==> config.mk <==
export PLATFORM = sky130hd
export DESIGN_NAME = bilinear_texel_blend_unit
export DESIGN_NICKNAME = d
export VERILOG_FILES = /design/src/btb_pkg.sv /design/src/btb_lane.sv /design/src/btb_merge.sv /design/src/bilinear_texel_blend_unit.sv
export SDC_FILE = /design/constraint.sdc
export NUM_CORES = 2
export LEC_CHECK = 0
export ABC_AREA = 1
export CAP_MARGIN = 20
export CORE_AREA = 2 2 272 342
export CTS_CLUSTER_DIAMETER = 120
export DETAILED_ROUTE_END_ITERATION = 12
export DIE_AREA = 0 0 274 344
export DONT_BUFFER_PORTS = 1
export MAX_ROUTING_LAYER = met4
export PLACE_DENSITY_LB_ADDON = 0.08
export SLEW_MARGIN = 20
export SYNTH_ARGS = -nofsm -noshare
export SYNTH_HDL_FRONTEND = slang
export SYNTH_SLANG_ARGS = --single-unit
==> constraint.sdc <==
create_clock -name clk -period 5.05 [get_ports clk]
set_input_delay 0 -clock clk [delete_from_list [all_inputs] [get_ports clk]]
set_output_delay 0 -clock clk [all_outputs]
set_load 0.01 [all_outputs]
==> src/btb_pkg.sv <==
// Shared types and constants for the bilinear texel blend unit.
// No dependencies; imported by every module of the block.
package btb_pkg;

	localparam int FRAC_BITS_DEF = 4;
	localparam int CHAN_W        = 8;
	localparam int TEXEL_W       = 32;
	localparam int FRAC_W        = 4;
	localparam int PIXEL_W       = 24;
	localparam int LANES         = 4;

	typedef struct packed {
		logic [CHAN_W-1:0] r;
		logic [CHAN_W-1:0] g;
		logic [CHAN_W-1:0] b;
	} rgb_t;

endpackage

==> src/btb_lane.sv <==
// One blend lane: scales the three channels of a texel by its weight.
// Depends on btb_pkg; outputs are registered.
module btb_lane #(
	parameter int FRAC_BITS = btb_pkg::FRAC_BITS_DEF
) (
	input  logic                              clk,
	input  btb_pkg::rgb_t                     texel,
	input  logic [2*FRAC_BITS:0]              weight,
	output logic [btb_pkg::CHAN_W+2*FRAC_BITS:0] red_prod_s2,
	output logic [btb_pkg::CHAN_W+2*FRAC_BITS:0] green_prod_s2,
	output logic [btb_pkg::CHAN_W-1:0]        blue_part_s2
);
	import btb_pkg::*;

	localparam int WW = 2*FRAC_BITS + 1;
	localparam int PW = CHAN_W + WW;

	logic [PW-1:0] blue_prod;

	assign blue_prod = PW'(texel.b) * PW'(weight);

	always_ff @(posedge clk) begin
		red_prod_s2   <= PW'(texel.r) * PW'(weight);
		green_prod_s2 <= PW'(texel.g) * PW'(weight);
		blue_part_s2  <= CHAN_W'(blue_prod >> (2*FRAC_BITS));
	end

endmodule

==> src/btb_merge.sv <==
// Merge stage: sums the four lane products and packs the output pixel.
// Depends on btb_pkg; output is registered.
module btb_merge #(
	parameter int FRAC_BITS = btb_pkg::FRAC_BITS_DEF
) (
	input  logic                                  clk,
	input  logic [btb_pkg::CHAN_W+2*FRAC_BITS:0]  red_prod [btb_pkg::LANES],
	input  logic [btb_pkg::CHAN_W+2*FRAC_BITS:0]  green_prod [btb_pkg::LANES],
	input  logic [btb_pkg::CHAN_W-1:0]            blue_part [btb_pkg::LANES],
	output btb_pkg::rgb_t                         pixel_s3
);
	import btb_pkg::*;

	localparam int PW = CHAN_W + 2*FRAC_BITS + 1;
	localparam int SW = PW + 2;
	localparam int BW = CHAN_W + 2;

	logic [SW-1:0] red_sum;
	logic [SW-1:0] green_sum;
	logic [BW-1:0] blue_sum;

	always_comb begin
		red_sum   = '0;
		green_sum = '0;
		blue_sum  = '0;
		for (int i = 0; i < LANES; i++) begin
			red_sum   = red_sum + SW'(red_prod[i]);
			green_sum = green_sum + SW'(green_prod[i]);
			blue_sum  = blue_sum + BW'(blue_part[i]);
		end
	end

	always_ff @(posedge clk) begin
		pixel_s3.r <= CHAN_W'(red_sum >> (2*FRAC_BITS));
		pixel_s3.g <= CHAN_W'(green_sum >> (2*FRAC_BITS));
		pixel_s3.b <= CHAN_W'(blue_sum);
	end

endmodule

==> src/bilinear_texel_blend_unit.sv <==
// Bilinear texel blend unit: start passes through valid_s1, valid_s2 and valid_s3 to done.
// Throughput is one transaction per clock; busy stays low, since the four
// multiply lanes and the merge stage are fully pipelined and never stall.
// Reset clears only the valid pipeline; payload registers are not reset.
// Depends on btb_pkg, btb_lane and btb_merge.
module bilinear_texel_blend_unit #(
	parameter int FRAC_BITS = btb_pkg::FRAC_BITS_DEF
) (
	input  logic                          clk,
	input  logic                          arst_n,
	input  logic                          start,
	output logic                          busy,
	input  logic [btb_pkg::TEXEL_W-1:0]   texel_base,
	input  logic [btb_pkg::TEXEL_W-1:0]   texel_right,
	input  logic [btb_pkg::TEXEL_W-1:0]   texel_below,
	input  logic [btb_pkg::TEXEL_W-1:0]   texel_diagonal,
	input  logic [btb_pkg::FRAC_W-1:0]    frac_u,
	input  logic [btb_pkg::FRAC_W-1:0]    frac_v,
	output logic                          done,
	output logic [btb_pkg::PIXEL_W-1:0]   pixel_color
);
	import btb_pkg::*;

	localparam int FW = FRAC_BITS;
	localparam int WW = 2*FW + 1;
	localparam int PW = CHAN_W + WW;
	localparam logic [FW:0] ONE = (FW+1)'(1) << FW;

	logic [FW-1:0] u;
	logic [FW-1:0] v;
	logic [FW:0]   one_m_u;
	logic [FW:0]   one_m_v;
	logic [WW-1:0] weight_d [LANES];
	logic [WW-1:0] weight_s1 [LANES];
	rgb_t          texel_s1 [LANES];
	logic [PW-1:0] red_prod_s2 [LANES];
	logic [PW-1:0] green_prod_s2 [LANES];
	logic [CHAN_W-1:0] blue_part_s2 [LANES];
	rgb_t          pixel_s3;
	logic          valid_s1;
	logic          valid_s2;
	logic          valid_s3;

	assign u       = FW'(frac_u);
	assign v       = FW'(frac_v);
	assign one_m_u = ONE - {1'b0, u};
	assign one_m_v = ONE - {1'b0, v};

	assign weight_d[0] = WW'(one_m_u) * WW'(one_m_v);
	assign weight_d[1] = WW'(u) * WW'(one_m_v);
	assign weight_d[2] = WW'(one_m_u) * WW'(v);
	assign weight_d[3] = WW'(u) * WW'(v);

	always_ff @(posedge clk) begin
		texel_s1[0] <= texel_base[PIXEL_W-1:0];
		texel_s1[1] <= texel_right[PIXEL_W-1:0];
		texel_s1[2] <= texel_below[PIXEL_W-1:0];
		texel_s1[3] <= texel_diagonal[PIXEL_W-1:0];
		weight_s1   <= weight_d;
	end

	always_ff @(posedge clk or negedge arst_n) begin
		if (!arst_n) begin
			valid_s1 <= 1'b0;
			valid_s2 <= 1'b0;
			valid_s3 <= 1'b0;
		end else begin
			valid_s1 <= start;
			valid_s2 <= valid_s1;
			valid_s3 <= valid_s2;
		end
	end

	for (genvar i = 0; i < LANES; i++) begin : g_lane
		btb_lane #(
			.FRAC_BITS(FRAC_BITS)
		) u_lane (
			.clk          (clk),
			.texel        (texel_s1[i]),
			.weight       (weight_s1[i]),
			.red_prod_s2  (red_prod_s2[i]),
			.green_prod_s2(green_prod_s2[i]),
			.blue_part_s2 (blue_part_s2[i])
		);
	end

	btb_merge #(
		.FRAC_BITS(FRAC_BITS)
	) u_merge (
		.clk       (clk),
		.red_prod  (red_prod_s2),
		.green_prod(green_prod_s2),
		.blue_part (blue_part_s2),
		.pixel_s3  (pixel_s3)
	);

	assign busy        = 1'b0;
	assign done        = valid_s3;
	assign pixel_color = pixel_s3;

endmodule

# == Word-level counts from Yosys, hierarchy flattened ==
# Memories as Yosys holds them, arrays and structs flattened.
# Index checks and enable logic that the tools add are counted.
# word_totals
register_bits,222
latchBits,0
mem_bits_rw,96
romBits,0
input_bits,139
output_inout_bits,26
wordCells,50
n_memories,1
# memory_table
name,words,width,read_ports,rd_clocked_by_memory_dff,write_ports,line,source
texel_s1,4,24,4,0,4,bilinear_texel_blend_unit.sv:35,rgb_t texel_s1 [LANES];
# op_classes
addsub,11
mul,16
div_mod_pow,0
magnitude_cmp,0
n_eq_ne,0
n_shift,0
mux,0
n_bitwise,0
reduce_logical,0
# ops
operator,count
$mul 8x9->16,9
$add 16x16->16,6
$mul 8x8->16,3
$add 8x8->8,3
$sub 5x4->5 const A,2
$mul 4x5->9,1
$mul 5x4->9,1
$mul 5x5->9,1
$mul 4x4->8,1

# == Longest topological paths before layout ==
# logic_depth
depth_word,3
mapped_depth,23
mapped_depth_nobuf,21

# == Modules after synthesis ==
# Synthesis repeated with hierarchy kept, for this count alone.
# hier_totals
hier_cells,5959
hier_area_um2,43389.1
# modules_own_cells
module,n_inst,cells_each,area_each_um2,seq_area_each_um2
btb_lane at g_lane[0].u_lane,1,1202,8425.6,840.8
btb_lane at g_lane[1].u_lane,1,1187,8368.0,840.8
btb_lane at g_lane[2].u_lane,1,1184,8368.0,840.8
btb_lane at g_lane[3].u_lane,1,1181,8363.0,840.8
bilinear_texel_blend_unit,1,477,5068.6,2637.5
btb_merge,1,728,4795.8,480.5

# == Worst setup path before layout ==
# Ideal clock, no wire load.
# synth_timing
kind,reg2reg
startpoint,reg weight_s1[9] (netlist name)
endpoint,reg g_lane[1].u_lane.green_prod_s2[12] (netlist name)
setup_ns,0.112
arrival_ns,3.804
required_time_ns,4.938
setup_slack_ns,1.134
path_stages_with_launch,20
path_buffers,3
period_less_slack_ns,3.916
path_cell_list,dfxtp_1 buf_4 buf_2 buf_2 nand2_1 fa_1 fa_1 inv_1 fa_1 inv_1 fa_1 inv_1 ha_1 a21o_1 nand3_1 nand3_1 nand2_1 nand2_1 nand2_1 nand2_1
# synth_rtl
item,line,source
"end signal, assigned",btb_lane.sv:24,green_prod_s2 <= PW'(texel.g) * PW'(weight);
"end, declared",btb_lane.sv:10,"output logic [btb_pkg::CHAN_W+2*FRAC_BITS:0] green_prod_s2,"

# == Worst setup path after layout ==
# layout_timing
startpoint,reg weight_s1[31] (netlist name)
endpoint,reg g_lane[0].u_lane.blue_part_s2[7] (netlist name)
# layout_between
elab_chain_cells,1
# layout_lines
item,line,source
"start, declared",bilinear_texel_blend_unit.sv:34,logic [WW-1:0] weight_s1 [LANES];
"start signal, assigned",bilinear_texel_blend_unit.sv:59,weight_s1 <= weight_d;
$mul 8x9->16,btb_lane.sv:20,assign blue_prod = PW'(texel.b) * PW'(weight);
named net g_lane[0].u_lane.blue_prod[15],btb_lane.sv:18,logic [PW-1:0] blue_prod;
"end signal, assigned",btb_lane.sv:25,blue_part_s2 <= CHAN_W'(blue_prod >> (2*FRAC_BITS));
"end, declared",btb_lane.sv:11,output logic [btb_pkg::CHAN_W-1:0] blue_part_s2
# The timed path passes the listed nets, and every way through them passes these cells.

==> results.md <==
* Result of the run: finished clean
* Number of antenna violations at the first check in global routing at 2
* Slew at the pin closest to its max-slew limit at 1069 ps
* Longest Clk Path Bufs at 3
* Number of different library cells in the post-synthesis netlist at 44
* Most frequent cells in the layout: 1592 x inv_1, 1430 x nand2_1, 569 x fa_1
* Element type at the critical path start: flop
* Number of remaining DRC errors at 0
* Hold-critical path endpoint: weight_s1[6]
* Maximum level of the CTS H-tree at 2
* Total count of max-transition violations in the final report at 0
* First-pass GRT wire length at 169.8 mm
* Crit share post-route at 90.58%
* Most common cell after layout, fill and taps aside: inv_1
* Global Route Usage Sum at 23.66%
* Final core utilization at 49.96%
* Routed wirelength normalized by instance count at 15.28 µm
* Effective utilization at floorplan at 44.76%
* Clock slew seen by the registers of the worst setup and hold paths at 60 ps
* Worst min-delay path class: in2reg
* Reported max-cap violation count at 0
* Placement Rows at 124
* CP Data Required Time at 5530 ps
* Unrepaired setup endpoints after global routing: false
* HPWL reported at the end of detailed placement at 84.26 mm
* Post-synthesis average cell area at 7.549 µm²
* Hold path depth at 6
* Total of fill cells in the finished design at 9148
* Setup bufs post-CTS at 0
* Count of pins on the block boundary at 165
* Clock Sinks at 315
* Y dimension of the die at 344 µm
* Critical register-to-register path endpoint: g_lane[0].u_lane.blue_part_s2[7]
* Latest clock arrival within the worst-skew pair at 600 ps
* Pre-antenna DRT Iters at 5
* Critical setup path kind: reg2reg
* Setup slack of the most critical reg-to-reg path at 480 ps
* TritonCTS clock tree: yes
* Min cycle time layout at 4574 ps
* Number of DRC violations after detailed-routing iteration 0 at 1363
* Residual overflow from global routing at 0
* Yosys warns at 0
* Number of CTS-inserted buffers at 41
* GP Congestion at 0.8930
* Flip-flop and latch count after synthesis at 315
* Die area at 0.09426 mm²
* Post-synthesis instance area at 0.04070 mm²
* GRT met2 Usage at 42.48%
* TNS Setup at 0 ps
* Sequential share of the synthesized area at 15.53%
* Critical Path AT at 5060 ps
* Vias at 31330
* I/O Buffers at 0
* GRT met1 Usage at 27.43%
* Master cell of the clock root buffer: clkbuf_16
* Proportion of layout cells with a drive suffix above 1 at 2.989%
* Final number of setup-violating endpoints at 0
* Number of vias per cell after detailed routing at 4.639
* Die Width at 274 µm
* Final Hold Fails at 0
* Critical hold path startpoint: frac_u[3]
* Met3 Use GR at 2.179%
* Mapped Nets at 6600
* Core region area at 0.09092 mm²
* Layer carrying the most global-route usage: met2
* Critical R2R Launch: weight_s1[31]
* Crit path max fanout at 19
* Worst setup EP type: flop
* Final Net Count at 6731
* Post-DRT Antenna Nets at 0
* Clock tree skew after final layout at 28.16 ps
* Total Wirelength at 103.1 mm
* Post-synthesis to final-layout area growth at 11.62%
* Number of global-route vias before repair at 33170
* Logic depth of the worst register-to-register path at 15
* Slew HR at 28.65%
* Maximum number of pins on one net before global-route repair at 27
* Fmax at 218.6 MHz
* Gate count of the mapped netlist at 5391
==> worst max-delay path, cell delays in order (launching register included) <==
cell and delay [ps]:
dfxtp_1 970, nand2_1 180, fa_1 440, inv_1 80, fa_1 430, fa_1 550
inv_1 50, fa_1 480, inv_1 40, ha_1 330, a21oi_1 360, o21ai_0 170
a21oi_1 200, nand2_1 70, nand2_1 50, nand2_1 40
==> stage by stage <==
| step | hold WS [ps] | setup slack [ps] | instances | instance area (µm²) |
|---|---|---|---|---|
| floorplan | -295.6 | 1134 | 5391 | 40700 |
| global placement | -295.5 | 504.0 | 6467 | 41940 |
| detailed placement | -295.5 | 495.3 | 6467 | 41940 |
| CTS | 0.4136 | 485.3 | 6751 | 45420 |
| global route | 52.59 | 191.1 | 6751 | 45420 |
| finish | 28.78 | 475.6 | 6752 | 45420 |
==> state kept, by name (all words and copies together) (netlist names) <==
name / cells
valid_s2: 1
weight_s1: 32
valid_s1: 1
done: 1
g_lane.u_lane.blue_part_s2: 32
g_lane.u_lane.red_prod_s2: 64
texel_s1: 96
u_merge.pixel_s3: 24
g_lane.u_lane.green_prod_s2: 64
==> cell usage after synthesis, drive strengths merged <==
cell       n  share of area [%]
nand4     28               0.43
buf       32               0.38
a21oi    153                1.9
nand3b    21               0.39
dfxtp    312                 15
conb       1             0.0092
a21boi     9               0.17
xor2      73                1.6
o21bai    11               0.20
nand2   1441                 13
xnor2     55                1.2
o31ai      1              0.018
inv     1602                 15
ha       501                 15
nor4      12               0.24
nor2     145                1.4
a21o      12               0.22
fa       569                 28
o21a       6               0.11
nor3      15               0.22
nand2b     5              0.077
a31oi     11               0.17
dfrtp      3               0.18
clkbuf   146                1.4
or2        2              0.031
nand3    143                1.8
o21ai     82                1.1
==> metal layers <==
layer	up-vias	share of wire (%)	wire, µm
met2	388	51	52890
met3	162	2.3	2406
met1	14960	42	43680
li1	15820	-	-
met4	0	4.0	4160
met5	-	0	0
==> timing repair <==
action / CTS / global route
gates resized for setup: 0 / 0
setup endpoints to repair: 0 / 0
endpoints found under the hold margin: 114 / 0
hold buffers: 209 / 0
==> cell families (layout without fill, tap and decap cells) <==
group	after synthesis	after routing	share of synthesized area, %
simple gates	1812	1812	17.88
compound gates	285	285	3.843
fa+ha+maj	1070	1070	43.39
buf+inv	1780	1943	16.54
other cells	1	2	0.009215
xor+xnor	128	128	2.792
flops	315	315	15.53
==> how the worst max path moves through the flow <==
stage	from	to	slack [ps]	cells past startpoint
2_1_floorplan	weight_s1[9]	g_lane[1].u_lane.green_prod_s2[12]	1130	19
3_3_place_gp	weight_s1[13]	g_lane[2].u_lane.red_prod_s2[14]	500	17
3_5_place_dp	weight_s1[31]	g_lane[0].u_lane.blue_part_s2[7]	500	15
4_1_cts	weight_s1[31]	g_lane[0].u_lane.blue_part_s2[7]	490	15
5_1_grt	weight_s1[31]	g_lane[0].u_lane.blue_part_s2[7]	190	15
6_report	weight_s1[31]	g_lane[0].u_lane.blue_part_s2[7]	480	15
==> cell type report <==
type / count / area, µm² / share of cell area (%)
antenna: 1 / 2.502 / 0.005509
clock buffer: 52 / 1149 / 2.529
multi-input combinational: 3296 / 27640 / 60.85
timing repair buffer: 266 / 2557 / 5.630
sequential: 315 / 6325 / 13.92
inverter: 1602 / 6013 / 13.24
tap: 1197 / 1498 / 3.297
clock inverter: 23 / 237.7 / 0.5234
Power is not shown: default switching activity piles up to over one toggle a cycle in this logic, so the estimate is an artifact.
